File: config.mk
export PLATFORM = sky130hd
export DESIGN_NAME = lease_client_fsm_core
export DESIGN_NICKNAME = d
export VERILOG_FILES = /design/src/rtl/lcf_pkg.sv /design/src/rtl/lease_client_fsm_core.sv
export SDC_FILE = /design/constraint.sdc
export NUM_CORES = 1
export LEC_CHECK = 0
export BUFFER_PORTS_ARGS = -buffer_cell sky130_fd_sc_hd__buf_4
export CAP_MARGIN = 10
export CORE_ASPECT_RATIO = 0.5
export CORE_MARGIN = 1
export CORE_UTILIZATION = 40
export CTS_CLUSTER_DIAMETER = 120
export DETAILED_ROUTE_END_ITERATION = 8
export PLACE_DENSITY_LB_ADDON = 0.08
export SLEW_MARGIN = 20
export SYNTH_ARGS = -nofsm -noshare
export SYNTH_HDL_FRONTEND = slang
export SYNTH_SLANG_ARGS = --single-unit
File: constraint.sdc
create_clock -name clk -period 8.7 [get_ports clk]
set_clock_uncertainty 0.05 [all_clocks]
set_input_delay 0.87 -clock clk [delete_from_list [all_inputs] [get_ports clk]]
set_output_delay 0.87 -clock clk [all_outputs]
set_load 0.02 [all_outputs]
File: src/rtl/lcf_pkg.sv
package lcf_pkg;

  // Input kinds
  localparam logic [1:0] KIND_START   = 2'd0;
  localparam logic [1:0] KIND_MSG     = 2'd1;
  localparam logic [1:0] KIND_TICK    = 2'd2;
  localparam logic [1:0] KIND_RELEASE = 2'd3;

  // Received message types and codes
  localparam logic [7:0] MSG_OFFER     = 8'd1;
  localparam logic [7:0] MSG_ACK       = 8'd3;
  localparam logic [7:0] CODE_OK       = 8'd0;
  localparam logic [7:0] CODE_OFFER_NG = 8'd1;
  localparam logic [7:0] CODE_ACK_NG   = 8'd4;

  // Sent message types and codes
  localparam logic [2:0] TX_DISCOVER = 3'd0;
  localparam logic [2:0] TX_REQUEST  = 3'd2;
  localparam logic [2:0] TX_RELEASE  = 3'd4;
  localparam logic [2:0] SCODE_NONE    = 3'd0;
  localparam logic [2:0] SCODE_ALLOC   = 3'd2;
  localparam logic [2:0] SCODE_EXTEND  = 3'd3;

  localparam logic [15:0] WAIT_TIMEOUT_RST = 16'd10;

  typedef struct packed {
    logic [1:0]  kind;
    logic [7:0]  msg_type;
    logic [7:0]  msg_code;
    logic [15:0] msg_ttl;
    logic [31:0] msg_addr;
    logic [31:0] msg_mask;
  } in_item_t;

  typedef struct packed {
    logic        send_valid;
    logic [2:0]  send_type;
    logic [2:0]  send_code;
    logic [15:0] send_ttl;
    logic [31:0] send_addr;
    logic [31:0] send_mask;
    logic [3:0]  client_state;
    logic        lease_granted;
    logic        fault;
  } out_item_t;

endpackage

File: src/rtl/lease_client_fsm_core.sv
// Channel  Ports                                  Direction  Handshake
// in       in_valid, in_stall, in_data            input      valid / stall
// out      out_valid, out_stall, out_data         output     valid / stall
// cfg      cfg_valid, cfg_ready, cfg_data         input      valid / ready
//
// One transaction per cycle sustained while out_stall stays low; each item yields exactly one
// result on out_data, through the input register, then the result register.
// Synchronous active-low reset: init phase, lease fields and counters zero,
// wait_timeout = 10. cfg_ready is always high.
// in_stall rises only when the input register is full and a stalled result
// still occupies the result register.
module lease_client_fsm_core (
  input  logic                clk,
  input  logic                rst_n,
  input  logic                in_valid,
  output logic                in_stall,
  input  lcf_pkg::in_item_t   in_data,
  output logic                out_valid,
  input  logic                out_stall,
  output lcf_pkg::out_item_t  out_data,
  input  logic                cfg_valid,
  output logic                cfg_ready,
  input  logic [15:0]         cfg_data
);

  typedef enum logic [3:0] {
    ST_INIT        = 4'd0,
    ST_WAIT_OFFER  = 4'd1,
    ST_OFFER_RETRY = 4'd2,
    ST_WAIT_ACK    = 4'd3,
    ST_ACK_RETRY   = 4'd4,
    ST_IN_USE      = 4'd5,
    ST_EXT_RETRY   = 4'd6,
    ST_WAIT_EXT    = 4'd7,
    ST_EXIT        = 4'd8
  } phase_t;

  typedef enum logic [3:0] {
    EV_NONE,
    EV_OK_OFFER,
    EV_NG_OFFER,
    EV_OK_ACK,
    EV_NG_ACK,
    EV_UNEXPECTED,
    EV_UNKNOWN,
    EV_TIMEOUT,
    EV_HALF,
    EV_RELEASE
  } ev_t;

  phase_t              phase_r, phase_nxt;
  logic [31:0]         lease_addr_r, lease_addr_nxt;
  logic [31:0]         lease_mask_r, lease_mask_nxt;
  logic [15:0]         lease_time_r, lease_time_nxt;
  logic [15:0]         reply_cnt_r, reply_cnt_nxt;
  logic [14:0]         renew_cnt_r, renew_cnt_nxt;
  logic [15:0]         wait_timeout_r;

  logic                s1_valid_r;
  lcf_pkg::in_item_t   in_r;
  logic                out_valid_r;
  lcf_pkg::out_item_t  out_data_r;

  lcf_pkg::out_item_t  res;
  ev_t                 ev;
  logic                bad;
  logic                waiting;
  logic                out_free;
  logic                advance;

  assign out_free  = !out_valid_r || !out_stall;
  assign advance   = s1_valid_r && out_free;
  assign in_stall  = s1_valid_r && !out_free;
  assign out_valid = out_valid_r;
  assign out_data  = out_data_r;
  assign cfg_ready = 1'b1;

  assign waiting = (phase_r == ST_WAIT_OFFER) || (phase_r == ST_OFFER_RETRY) ||
                   (phase_r == ST_WAIT_ACK) || (phase_r == ST_ACK_RETRY) ||
                   (phase_r == ST_EXT_RETRY) || (phase_r == ST_WAIT_EXT);

  always_comb begin
    phase_nxt      = phase_r;
    lease_addr_nxt = lease_addr_r;
    lease_mask_nxt = lease_mask_r;
    lease_time_nxt = lease_time_r;
    reply_cnt_nxt  = reply_cnt_r;
    renew_cnt_nxt  = renew_cnt_r;
    ev             = EV_NONE;
    bad            = 1'b0;
    res            = '0;

    // Event decode; ok messages latch their lease fields first
    if (phase_r != ST_EXIT) begin
      case (in_r.kind)
        lcf_pkg::KIND_START: begin
          if (phase_r == ST_INIT) begin
            res.send_valid = 1'b1;
            res.send_type  = lcf_pkg::TX_DISCOVER;
            res.send_code  = lcf_pkg::SCODE_NONE;
            phase_nxt      = ST_WAIT_OFFER;
            reply_cnt_nxt  = wait_timeout_r;
          end
        end
        lcf_pkg::KIND_MSG: begin
          if (in_r.msg_type == lcf_pkg::MSG_OFFER) begin
            if (in_r.msg_code == lcf_pkg::CODE_OK)           ev = EV_OK_OFFER;
            else if (in_r.msg_code == lcf_pkg::CODE_OFFER_NG) ev = EV_NG_OFFER;
            else                                              ev = EV_UNEXPECTED;
          end else if (in_r.msg_type == lcf_pkg::MSG_ACK) begin
            if (in_r.msg_code == lcf_pkg::CODE_OK)         ev = EV_OK_ACK;
            else if (in_r.msg_code == lcf_pkg::CODE_ACK_NG) ev = EV_NG_ACK;
            else                                            ev = EV_UNEXPECTED;
          end else begin
            ev = EV_UNKNOWN;
          end
          if (ev == EV_OK_OFFER || ev == EV_OK_ACK) begin
            lease_addr_nxt = in_r.msg_addr;
            lease_mask_nxt = in_r.msg_mask;
            lease_time_nxt = in_r.msg_ttl;
          end
        end
        lcf_pkg::KIND_RELEASE: begin
          ev = EV_RELEASE;
        end
        default: begin
          // one-second tick
          if (waiting) begin
            if (reply_cnt_r <= 16'd1) ev = EV_TIMEOUT;
            else reply_cnt_nxt = reply_cnt_r - 16'd1;
          end else if (phase_r == ST_IN_USE && renew_cnt_r != '0) begin
            renew_cnt_nxt = renew_cnt_r - 15'd1;
            if (renew_cnt_r == 15'd1) ev = EV_HALF;
          end
        end
      endcase
    end

    if (ev != EV_NONE) begin
      case (phase_r)
        ST_WAIT_OFFER, ST_OFFER_RETRY: begin
          if (ev == EV_OK_OFFER) begin
            res.send_valid = 1'b1;
            res.send_type  = lcf_pkg::TX_REQUEST;
            res.send_code  = lcf_pkg::SCODE_ALLOC;
            res.send_ttl   = lease_time_nxt;
            res.send_addr  = lease_addr_nxt;
            res.send_mask  = lease_mask_nxt;
            phase_nxt      = ST_WAIT_ACK;
            reply_cnt_nxt  = wait_timeout_r;
          end else if (ev == EV_TIMEOUT && phase_r == ST_WAIT_OFFER) begin
            res.send_valid = 1'b1;
            res.send_type  = lcf_pkg::TX_DISCOVER;
            res.send_code  = lcf_pkg::SCODE_NONE;
            phase_nxt      = ST_OFFER_RETRY;
            reply_cnt_nxt  = wait_timeout_r;
          end else if (ev == EV_TIMEOUT || ev == EV_NG_OFFER ||
                       ev == EV_UNKNOWN || ev == EV_UNEXPECTED) begin
            phase_nxt = ST_EXIT;
          end else begin
            bad = 1'b1;
          end
        end
        ST_WAIT_ACK, ST_ACK_RETRY, ST_WAIT_EXT, ST_EXT_RETRY: begin
          if (ev == EV_OK_ACK) begin
            phase_nxt         = ST_IN_USE;
            renew_cnt_nxt     = lease_time_nxt[15:1];
            res.lease_granted = 1'b1;
          end else if (ev == EV_TIMEOUT && phase_r == ST_WAIT_ACK) begin
            res.send_valid = 1'b1;
            res.send_type  = lcf_pkg::TX_REQUEST;
            res.send_code  = lcf_pkg::SCODE_ALLOC;
            res.send_ttl   = lease_time_nxt;
            res.send_addr  = lease_addr_nxt;
            res.send_mask  = lease_mask_nxt;
            phase_nxt      = ST_ACK_RETRY;
            reply_cnt_nxt  = wait_timeout_r;
          end else if (ev == EV_TIMEOUT && phase_r == ST_WAIT_EXT) begin
            res.send_valid = 1'b1;
            res.send_type  = lcf_pkg::TX_REQUEST;
            res.send_code  = lcf_pkg::SCODE_EXTEND;
            res.send_ttl   = lease_time_nxt;
            res.send_addr  = lease_addr_nxt;
            res.send_mask  = lease_mask_nxt;
            phase_nxt      = ST_EXT_RETRY;
            reply_cnt_nxt  = wait_timeout_r;
          end else if (ev == EV_TIMEOUT || ev == EV_NG_ACK ||
                       ev == EV_UNKNOWN || ev == EV_UNEXPECTED) begin
            phase_nxt = ST_EXIT;
          end else begin
            bad = 1'b1;
          end
        end
        ST_IN_USE: begin
          if (ev == EV_HALF) begin
            res.send_valid = 1'b1;
            res.send_type  = lcf_pkg::TX_REQUEST;
            res.send_code  = lcf_pkg::SCODE_EXTEND;
            res.send_ttl   = lease_time_nxt;
            res.send_addr  = lease_addr_nxt;
            res.send_mask  = lease_mask_nxt;
            phase_nxt      = ST_WAIT_EXT;
            reply_cnt_nxt  = wait_timeout_r;
          end else if (ev == EV_OK_ACK) begin
            phase_nxt         = ST_IN_USE;
            renew_cnt_nxt     = lease_time_nxt[15:1];
            res.lease_granted = 1'b1;
          end else if (ev == EV_RELEASE) begin
            res.send_valid = 1'b1;
            res.send_type  = lcf_pkg::TX_RELEASE;
            res.send_code  = lcf_pkg::SCODE_NONE;
            res.send_addr  = lease_addr_nxt;
            phase_nxt      = ST_EXIT;
          end else begin
            bad = 1'b1;
          end
        end
        default: begin
          bad = 1'b1;
        end
      endcase
    end

    if (bad) begin
      phase_nxt = ST_EXIT;
      res.fault = 1'b1;
    end
    res.client_state = phase_nxt;
  end

  always_ff @(posedge clk) begin
    if (!rst_n) begin
      phase_r        <= ST_INIT;
      lease_addr_r   <= '0;
      lease_mask_r   <= '0;
      lease_time_r   <= '0;
      reply_cnt_r    <= '0;
      renew_cnt_r    <= '0;
      wait_timeout_r <= lcf_pkg::WAIT_TIMEOUT_RST;
      s1_valid_r     <= 1'b0;
      out_valid_r    <= 1'b0;
    end else begin
      if (cfg_valid && cfg_ready) wait_timeout_r <= cfg_data;
      if (!in_stall) begin
        s1_valid_r <= in_valid;
        if (in_valid) in_r <= in_data;
      end
      if (out_free) begin
        out_valid_r <= s1_valid_r;
        if (s1_valid_r) out_data_r <= res;
      end
      if (advance) begin
        phase_r      <= phase_nxt;
        lease_addr_r <= lease_addr_nxt;
        lease_mask_r <= lease_mask_nxt;
        lease_time_r <= lease_time_nxt;
        reply_cnt_r  <= reply_cnt_nxt;
        renew_cnt_r  <= renew_cnt_nxt;
      end
    end
  end

  a_fault_exit: assert property (@(posedge clk) disable iff (!rst_n)
    out_valid_r && out_data_r.fault |-> out_data_r.client_state == ST_EXIT)
    else $error("fault without exit state");

  a_grant_in_use: assert property (@(posedge clk) disable iff (!rst_n)
    out_valid_r && out_data_r.lease_granted |->
      out_data_r.client_state == ST_IN_USE && !out_data_r.send_valid)
    else $error("grant outside in-use or with a send");

  a_idle_send_zero: assert property (@(posedge clk) disable iff (!rst_n)
    out_valid_r && !out_data_r.send_valid |->
      out_data_r.send_type == '0 && out_data_r.send_code == '0 &&
      out_data_r.send_ttl == '0 && out_data_r.send_addr == '0 &&
      out_data_r.send_mask == '0)
    else $error("send fields nonzero with no message");

  a_exit_absorbs: assert property (@(posedge clk) disable iff (!rst_n)
    phase_r == ST_EXIT |=> phase_r == ST_EXIT)
    else $error("left exit phase");

  a_stall_only_full: assert property (@(posedge clk) disable iff (!rst_n)
    in_stall |-> s1_valid_r && out_valid_r)
    else $error("input stalled with free pipeline");

endmodule
==> run_summary.xml <==
<?xml version="1.0" encoding="UTF-8"?>
<metrics>
  <group name="power_and_ir_drop">
    <metric name="power.leakage" unit="uW">0.00584</metric>
    <metric name="internal_power" unit="uW">2450</metric>
    <metric name="p_sw" unit="uW">723</metric>
    <metric name="power_share_of_the_sequential_group" unit="%">52.9</metric>
    <metric name="power_switching_share" unit="%">22.8</metric>
    <metric name="p_clk_share" unit="%">40.7</metric>
    <metric name="peakVddDrop" unit="V">0.000122</metric>
    <metric name="power.density" unit="nW/um^2">193</metric>
    <metric name="power.share.combinational" unit="%">6.4</metric>
  </group>
  <group name="yosys">
    <metric name="simple_gate_area_share_of_the_yosys_netlist" unit="%">16.7</metric>
    <metric name="yosysSeqAreaShare" unit="%">61.1</metric>
    <metric name="async_flop_share" unit="%">0</metric>
    <metric name="yosysUniqueCellTypes" unit="">80</metric>
    <metric name="synth_area_leaders" unit="">edfxtp_1 (42%), dfxtp_1 (20%), nand2_1 (9.1%)</metric>
    <metric name="mappedNetlistArea" unit="sq um">13600</metric>
    <metric name="yosys.area_share.xor_xnor" unit="%">0.184</metric>
    <metric name="muxShareOfSynthArea" unit="%">2.36</metric>
    <metric name="combinational_family_with_the_most_area_after_synthesis" unit="">simple AND/OR/NAND/NOR gates</metric>
    <metric name="syn_avg_cell_area" unit="sq um">10.6</metric>
    <metric name="synth_enable_flop_cells" unit="">188</metric>
    <metric name="synth_flop_cell" unit="">edfxtp_1</metric>
    <metric name="ys.warnings.count" unit="">0</metric>
    <metric name="gate_count_after_technology_mapping" unit="">1283</metric>
    <metric name="area_fraction_in_compound_gates_after_synthesis" unit="%">15.4</metric>
    <metric name="synth_adder_area_share" unit="%">0.368</metric>
    <metric name="synthDominantAreaCellType" unit="">edfxtp_1</metric>
    <metric name="post_synth_top_area_share" unit="%">41.5</metric>
    <metric name="synth-seq-cells" unit="">321</metric>
  </group>
  <group name="clock_tree">
    <metric name="number_of_clock_sinks" unit="">321</metric>
    <metric name="clkTransAtPathRegs" unit="ns">0.07</metric>
    <metric name="tritoncts_clock_tree" unit="">built</metric>
    <metric name="cts_root_buf" unit="">clkbuf_16</metric>
    <metric name="cts.repair_timing.setup_buffer_count" unit="">0</metric>
    <metric name="largest_buffer_count_on_any_clock_path" unit="">3</metric>
    <metric name="holdBufCountCts" unit="">0</metric>
    <metric name="clock_network_latency_to_the_later_pin_of_the_worst_skew_pair" unit="ns">0.58</metric>
    <metric name="ctsHtreeMaxLevel" unit="">1</metric>
    <metric name="ctsResizeCount" unit="">0</metric>
    <metric name="cts_buffers" unit="">29</metric>
  </group>
  <group name="sta">
    <metric name="final.period_utilization" unit="%">47.0</metric>
    <metric name="pins_over_their_slew_limit" unit="">0</metric>
    <metric name="worst-slew-pin-transition" unit="ns">0.929</metric>
    <metric name="finalCriticalPeriod" unit="ns">4.08</metric>
    <metric name="max-slew-margin-rel" unit="%">37.9</metric>
    <metric name="hold_viol" unit="">0</metric>
    <metric name="rsz_0062_raised_after_global_routing" unit="">false</metric>
    <metric name="timing.setup.tns" unit="ns">0</metric>
    <metric name="max_freq" unit="MHz">245</metric>
    <metric name="timing.final.setup_violations" unit="">0</metric>
  </group>
  <group name="die">
    <metric name="floorplan.initialDensity" unit="%">40.9</metric>
    <metric name="ioPinCount" unit="">215</metric>
    <metric name="die_w" unit="um">263</metric>
    <metric name="placeableCoreArea" unit="sq um">33200</metric>
    <metric name="dieArea" unit="sq um">34800</metric>
    <metric name="row_count" unit="">47</metric>
    <metric name="die-height" unit="um">132</metric>
  </group>
  <group name="worst_setup_path">
    <metric name="start_kind" unit="">register</metric>
    <metric name="end_kind" unit="">register</metric>
    <metric name="critical_path_class" unit="">reg -&gt; reg</metric>
    <metric name="max_fanout_on_critical_path" unit="">66</metric>
    <metric name="data_required_time_at_the_worst_endpoint" unit="ns">9.14</metric>
    <metric name="critical_path.startpoint" unit="">in_r[94]$_DFFE_PP_</metric>
    <metric name="cp_data_arrival_time" unit="ns">4.52</metric>
    <metric name="regToRegSetupSlack" unit="ns">4.62</metric>
    <metric name="cp_slowest_stage_delay" unit="ns">0.72</metric>
    <metric name="critical_path_cell_list" unit="">nor4b_1 -&gt; nand2_1 -&gt; or4_2 -&gt; buf_4 -&gt; nor2_4 -&gt; buf_4 -&gt; nand2_1 -&gt; a21boi_0</metric>
    <metric name="worst_r2r_startpoint" unit="">in_r[94]$_DFFE_PP_</metric>
    <metric name="r2r_cells" unit="">8</metric>
    <metric name="critPathBufInv" unit="">2</metric>
    <metric name="critical-path-top-delay-family" unit="">simple AND/OR/NAND/NOR gates</metric>
    <metric name="path_depth" unit="">8</metric>
    <metric name="critical_path.reg2reg.endpoint" unit="">lease_addr_r[3]$_SDFFE_PN0P_</metric>
    <metric name="master_of_the_slowest_instance_on_the_critical_path" unit="">or4_2</metric>
    <metric name="cp-endpoint" unit="">lease_addr_r[3]$_SDFFE_PN0P_</metric>
  </group>
  <group name="grt">
    <metric name="grt_pass1_vias" unit="">9910</metric>
    <metric name="grt_antenna_before_repair" unit="">1</metric>
    <metric name="grt_util_all_layers" unit="%">19.1</metric>
    <metric name="grt_pass1_wl" unit="mm">53.3</metric>
    <metric name="grt_start_max_net_pins" unit="">87</metric>
    <metric name="grt.overflow.total" unit="">0</metric>
  </group>
  <group name="place">
    <metric name="placed_cell_count" unit="">1861</metric>
    <metric name="dpl.hpwl" unit="mm">22.0</metric>
    <metric name="gp_congestion" unit="">0.907</metric>
    <metric name="placement.io_buffers" unit="">211</metric>
  </group>
  <group name="finish">
    <metric name="drive_above_1_share" unit="%">21.0</metric>
    <metric name="final_cells" unit="">1916</metric>
    <metric name="finish.utilization" unit="%">49.4</metric>
    <metric name="design.final.nets" unit="">1574</metric>
    <metric name="area_growth_syn_to_layout" unit="%">20.8</metric>
  </group>
  <group name="drt">
    <metric name="drt-total-wl" unit="mm">33.6</metric>
    <metric name="route.antenna.remaining_nets" unit="">0</metric>
    <metric name="detail_route.first_pass.iterations" unit="">5</metric>
    <metric name="vias" unit="">9999</metric>
    <metric name="drt_first_iter_violations" unit="">466</metric>
    <metric name="viasPerCell" unit="">5.22</metric>
    <metric name="drt-wirelength-per-cell" unit="um">17.5</metric>
    <metric name="post-route-drc-count" unit="">0</metric>
  </group>
  <group name="hold_path">
    <metric name="hp-class" unit="">reg -&gt; reg</metric>
    <metric name="worstHoldStart" unit="">lease_time_r[10]$_SDFFE_PN0P_</metric>
  </group>
  <group name="run">
    <metric name="maxCapViolations" unit="">0</metric>
  </group>
  <group name="status">
    <metric name="status" unit="">complete, no violations</metric>
  </group>
</metrics>
metal layers:
layer,vias up,wire length (um),track usage (%)
met4,0,693,4.80
met3,44,1340,3.03
met1,4877,14600,24.5
met2,213,16900,33.7
li1,4865,-,-
met5,-,0,0
Yosys cell counts (all sizes together) (4+ instances only):
cell / count
o21ai: 46
or3: 4
nand4: 7
a22oi: 9
dfxtp: 133
inv: 24
a221oi: 6
mux2i: 32
nor2b: 30
or2: 5
o31ai: 5
o211a: 12
buf: 39
nor2: 53
nand2b: 5
clkbuf: 49
o211ai: 7
a31oi: 7
o22ai: 7
and2: 5
nor3: 17
o21a: 4
a21oi: 100
a21boi: 79
nor4: 12
ha: 4
nand2: 330
nand3: 13
edfxtp: 188
or4: 5
placed cells by master (no fill, tap or decap), types with 6 or more instances in the layout:
cell type,Yosys,layout
o211a_1,12,12
o211ai_1,7,7
nand2_1,328,327
clkbuf_16,0,30
mux2i_1,32,32
a31oi_1,7,7
nor3_1,13,13
o22ai_1,7,7
a21boi_0,72,72
a21boi_1,7,7
a221oi_1,6,6
nor2_1,52,49
a22oi_1,9,9
clkbuf_1,49,8
dfxtp_1,133,133
a21oi_1,98,98
nand4_1,6,6
nor2b_1,30,30
nand3_1,11,11
edfxtp_1,188,188
nor4_1,7,7
buf_4,10,224
o21ai_0,43,43
inv_1,24,23
logic make-up (layout without fill, tap and decap cells):
kind of cell,after synthesis,after routing
AND/OR/NAND/NOR,496,496
flip-flops,321,321
AO/OA/AOI/OAI,314,314
buffers and inverters,112,302
multiplexers,32,32
adder cells (fa/ha/maj),4,4
other,2,4
XOR/XNOR,2,2
flip-flops by register name (all words and copies together), names as in the netlist:
name and cells:
in_r 98, lease_addr_r 32, lease_mask_r 32, lease_time_r 16
out_data 90, out_valid 1, phase_r 4, renew_cnt_r 15
reply_cnt_r 16, s1_valid_r 1, wait_timeout_r 16
power groups by stage:
stage | sequential [uW] | clock [uW] | combinational [uW]
after global placement | 1710 | 0 | 202
after CTS | 1680 | 1330 | 205
after global routing | 1680 | 1390 | 222
final | 1680 | 1290 | 203
after floorplan | 1710 | 0 | 117
after detailed placement | 1710 | 0 | 204
worst min path at each step:
| stage | slack (ns) | endpoint | cells past startpoint |
|---|---|---|---|
| after floorplan | 0.37 | reply_cnt_r[0]$_SDFFE_PN0P_ | 2 |
| after global placement | 0.39 | lease_time_r[10]$_SDFFE_PN0P_ | 2 |
| after detailed placement | 0.40 | lease_time_r[10]$_SDFFE_PN0P_ | 2 |
| after CTS | 0.38 | in_r[76]$_DFFE_PP_ | 1 |
| after global routing | 0.39 | in_r[63]$_DFFE_PP_ | 1 |
| final | 0.40 | lease_time_r[10]$_SDFFE_PN0P_ | 2 |
worst min-delay path, stage by stage (launching register included):
cell and delay (ns):
dfxtp_1 0.31, nand2_1 0.05, a21boi_1 0.05
area by class of cell:
cell class,count,area (sq um)
Clock inverter,11,103
Timing Repair Buffer,224,1680
Multi-Input combinational cell,851,4820
Fill cell,3026,16800
Tap cell,441,552
Clock buffer,43,850
Sequential cell,321,8310
Inverter,24,92.6
Antenna cell,1,2.50
metrics by stage:
stage               cell area (sq um)  hold WS [ns]  setup slack, ns  total power, uW
global placement                15500         0.390             4.78             1910
floorplan                       13600         0.374             2.27             1820
finish                          16400         0.402             4.62             3170
detailed placement              15500         0.396             4.65             1910
CTS                             16400         0.384             4.63             3210
global route                    16400         0.388             4.28             3290
Power figures use the tool's default switching activity.
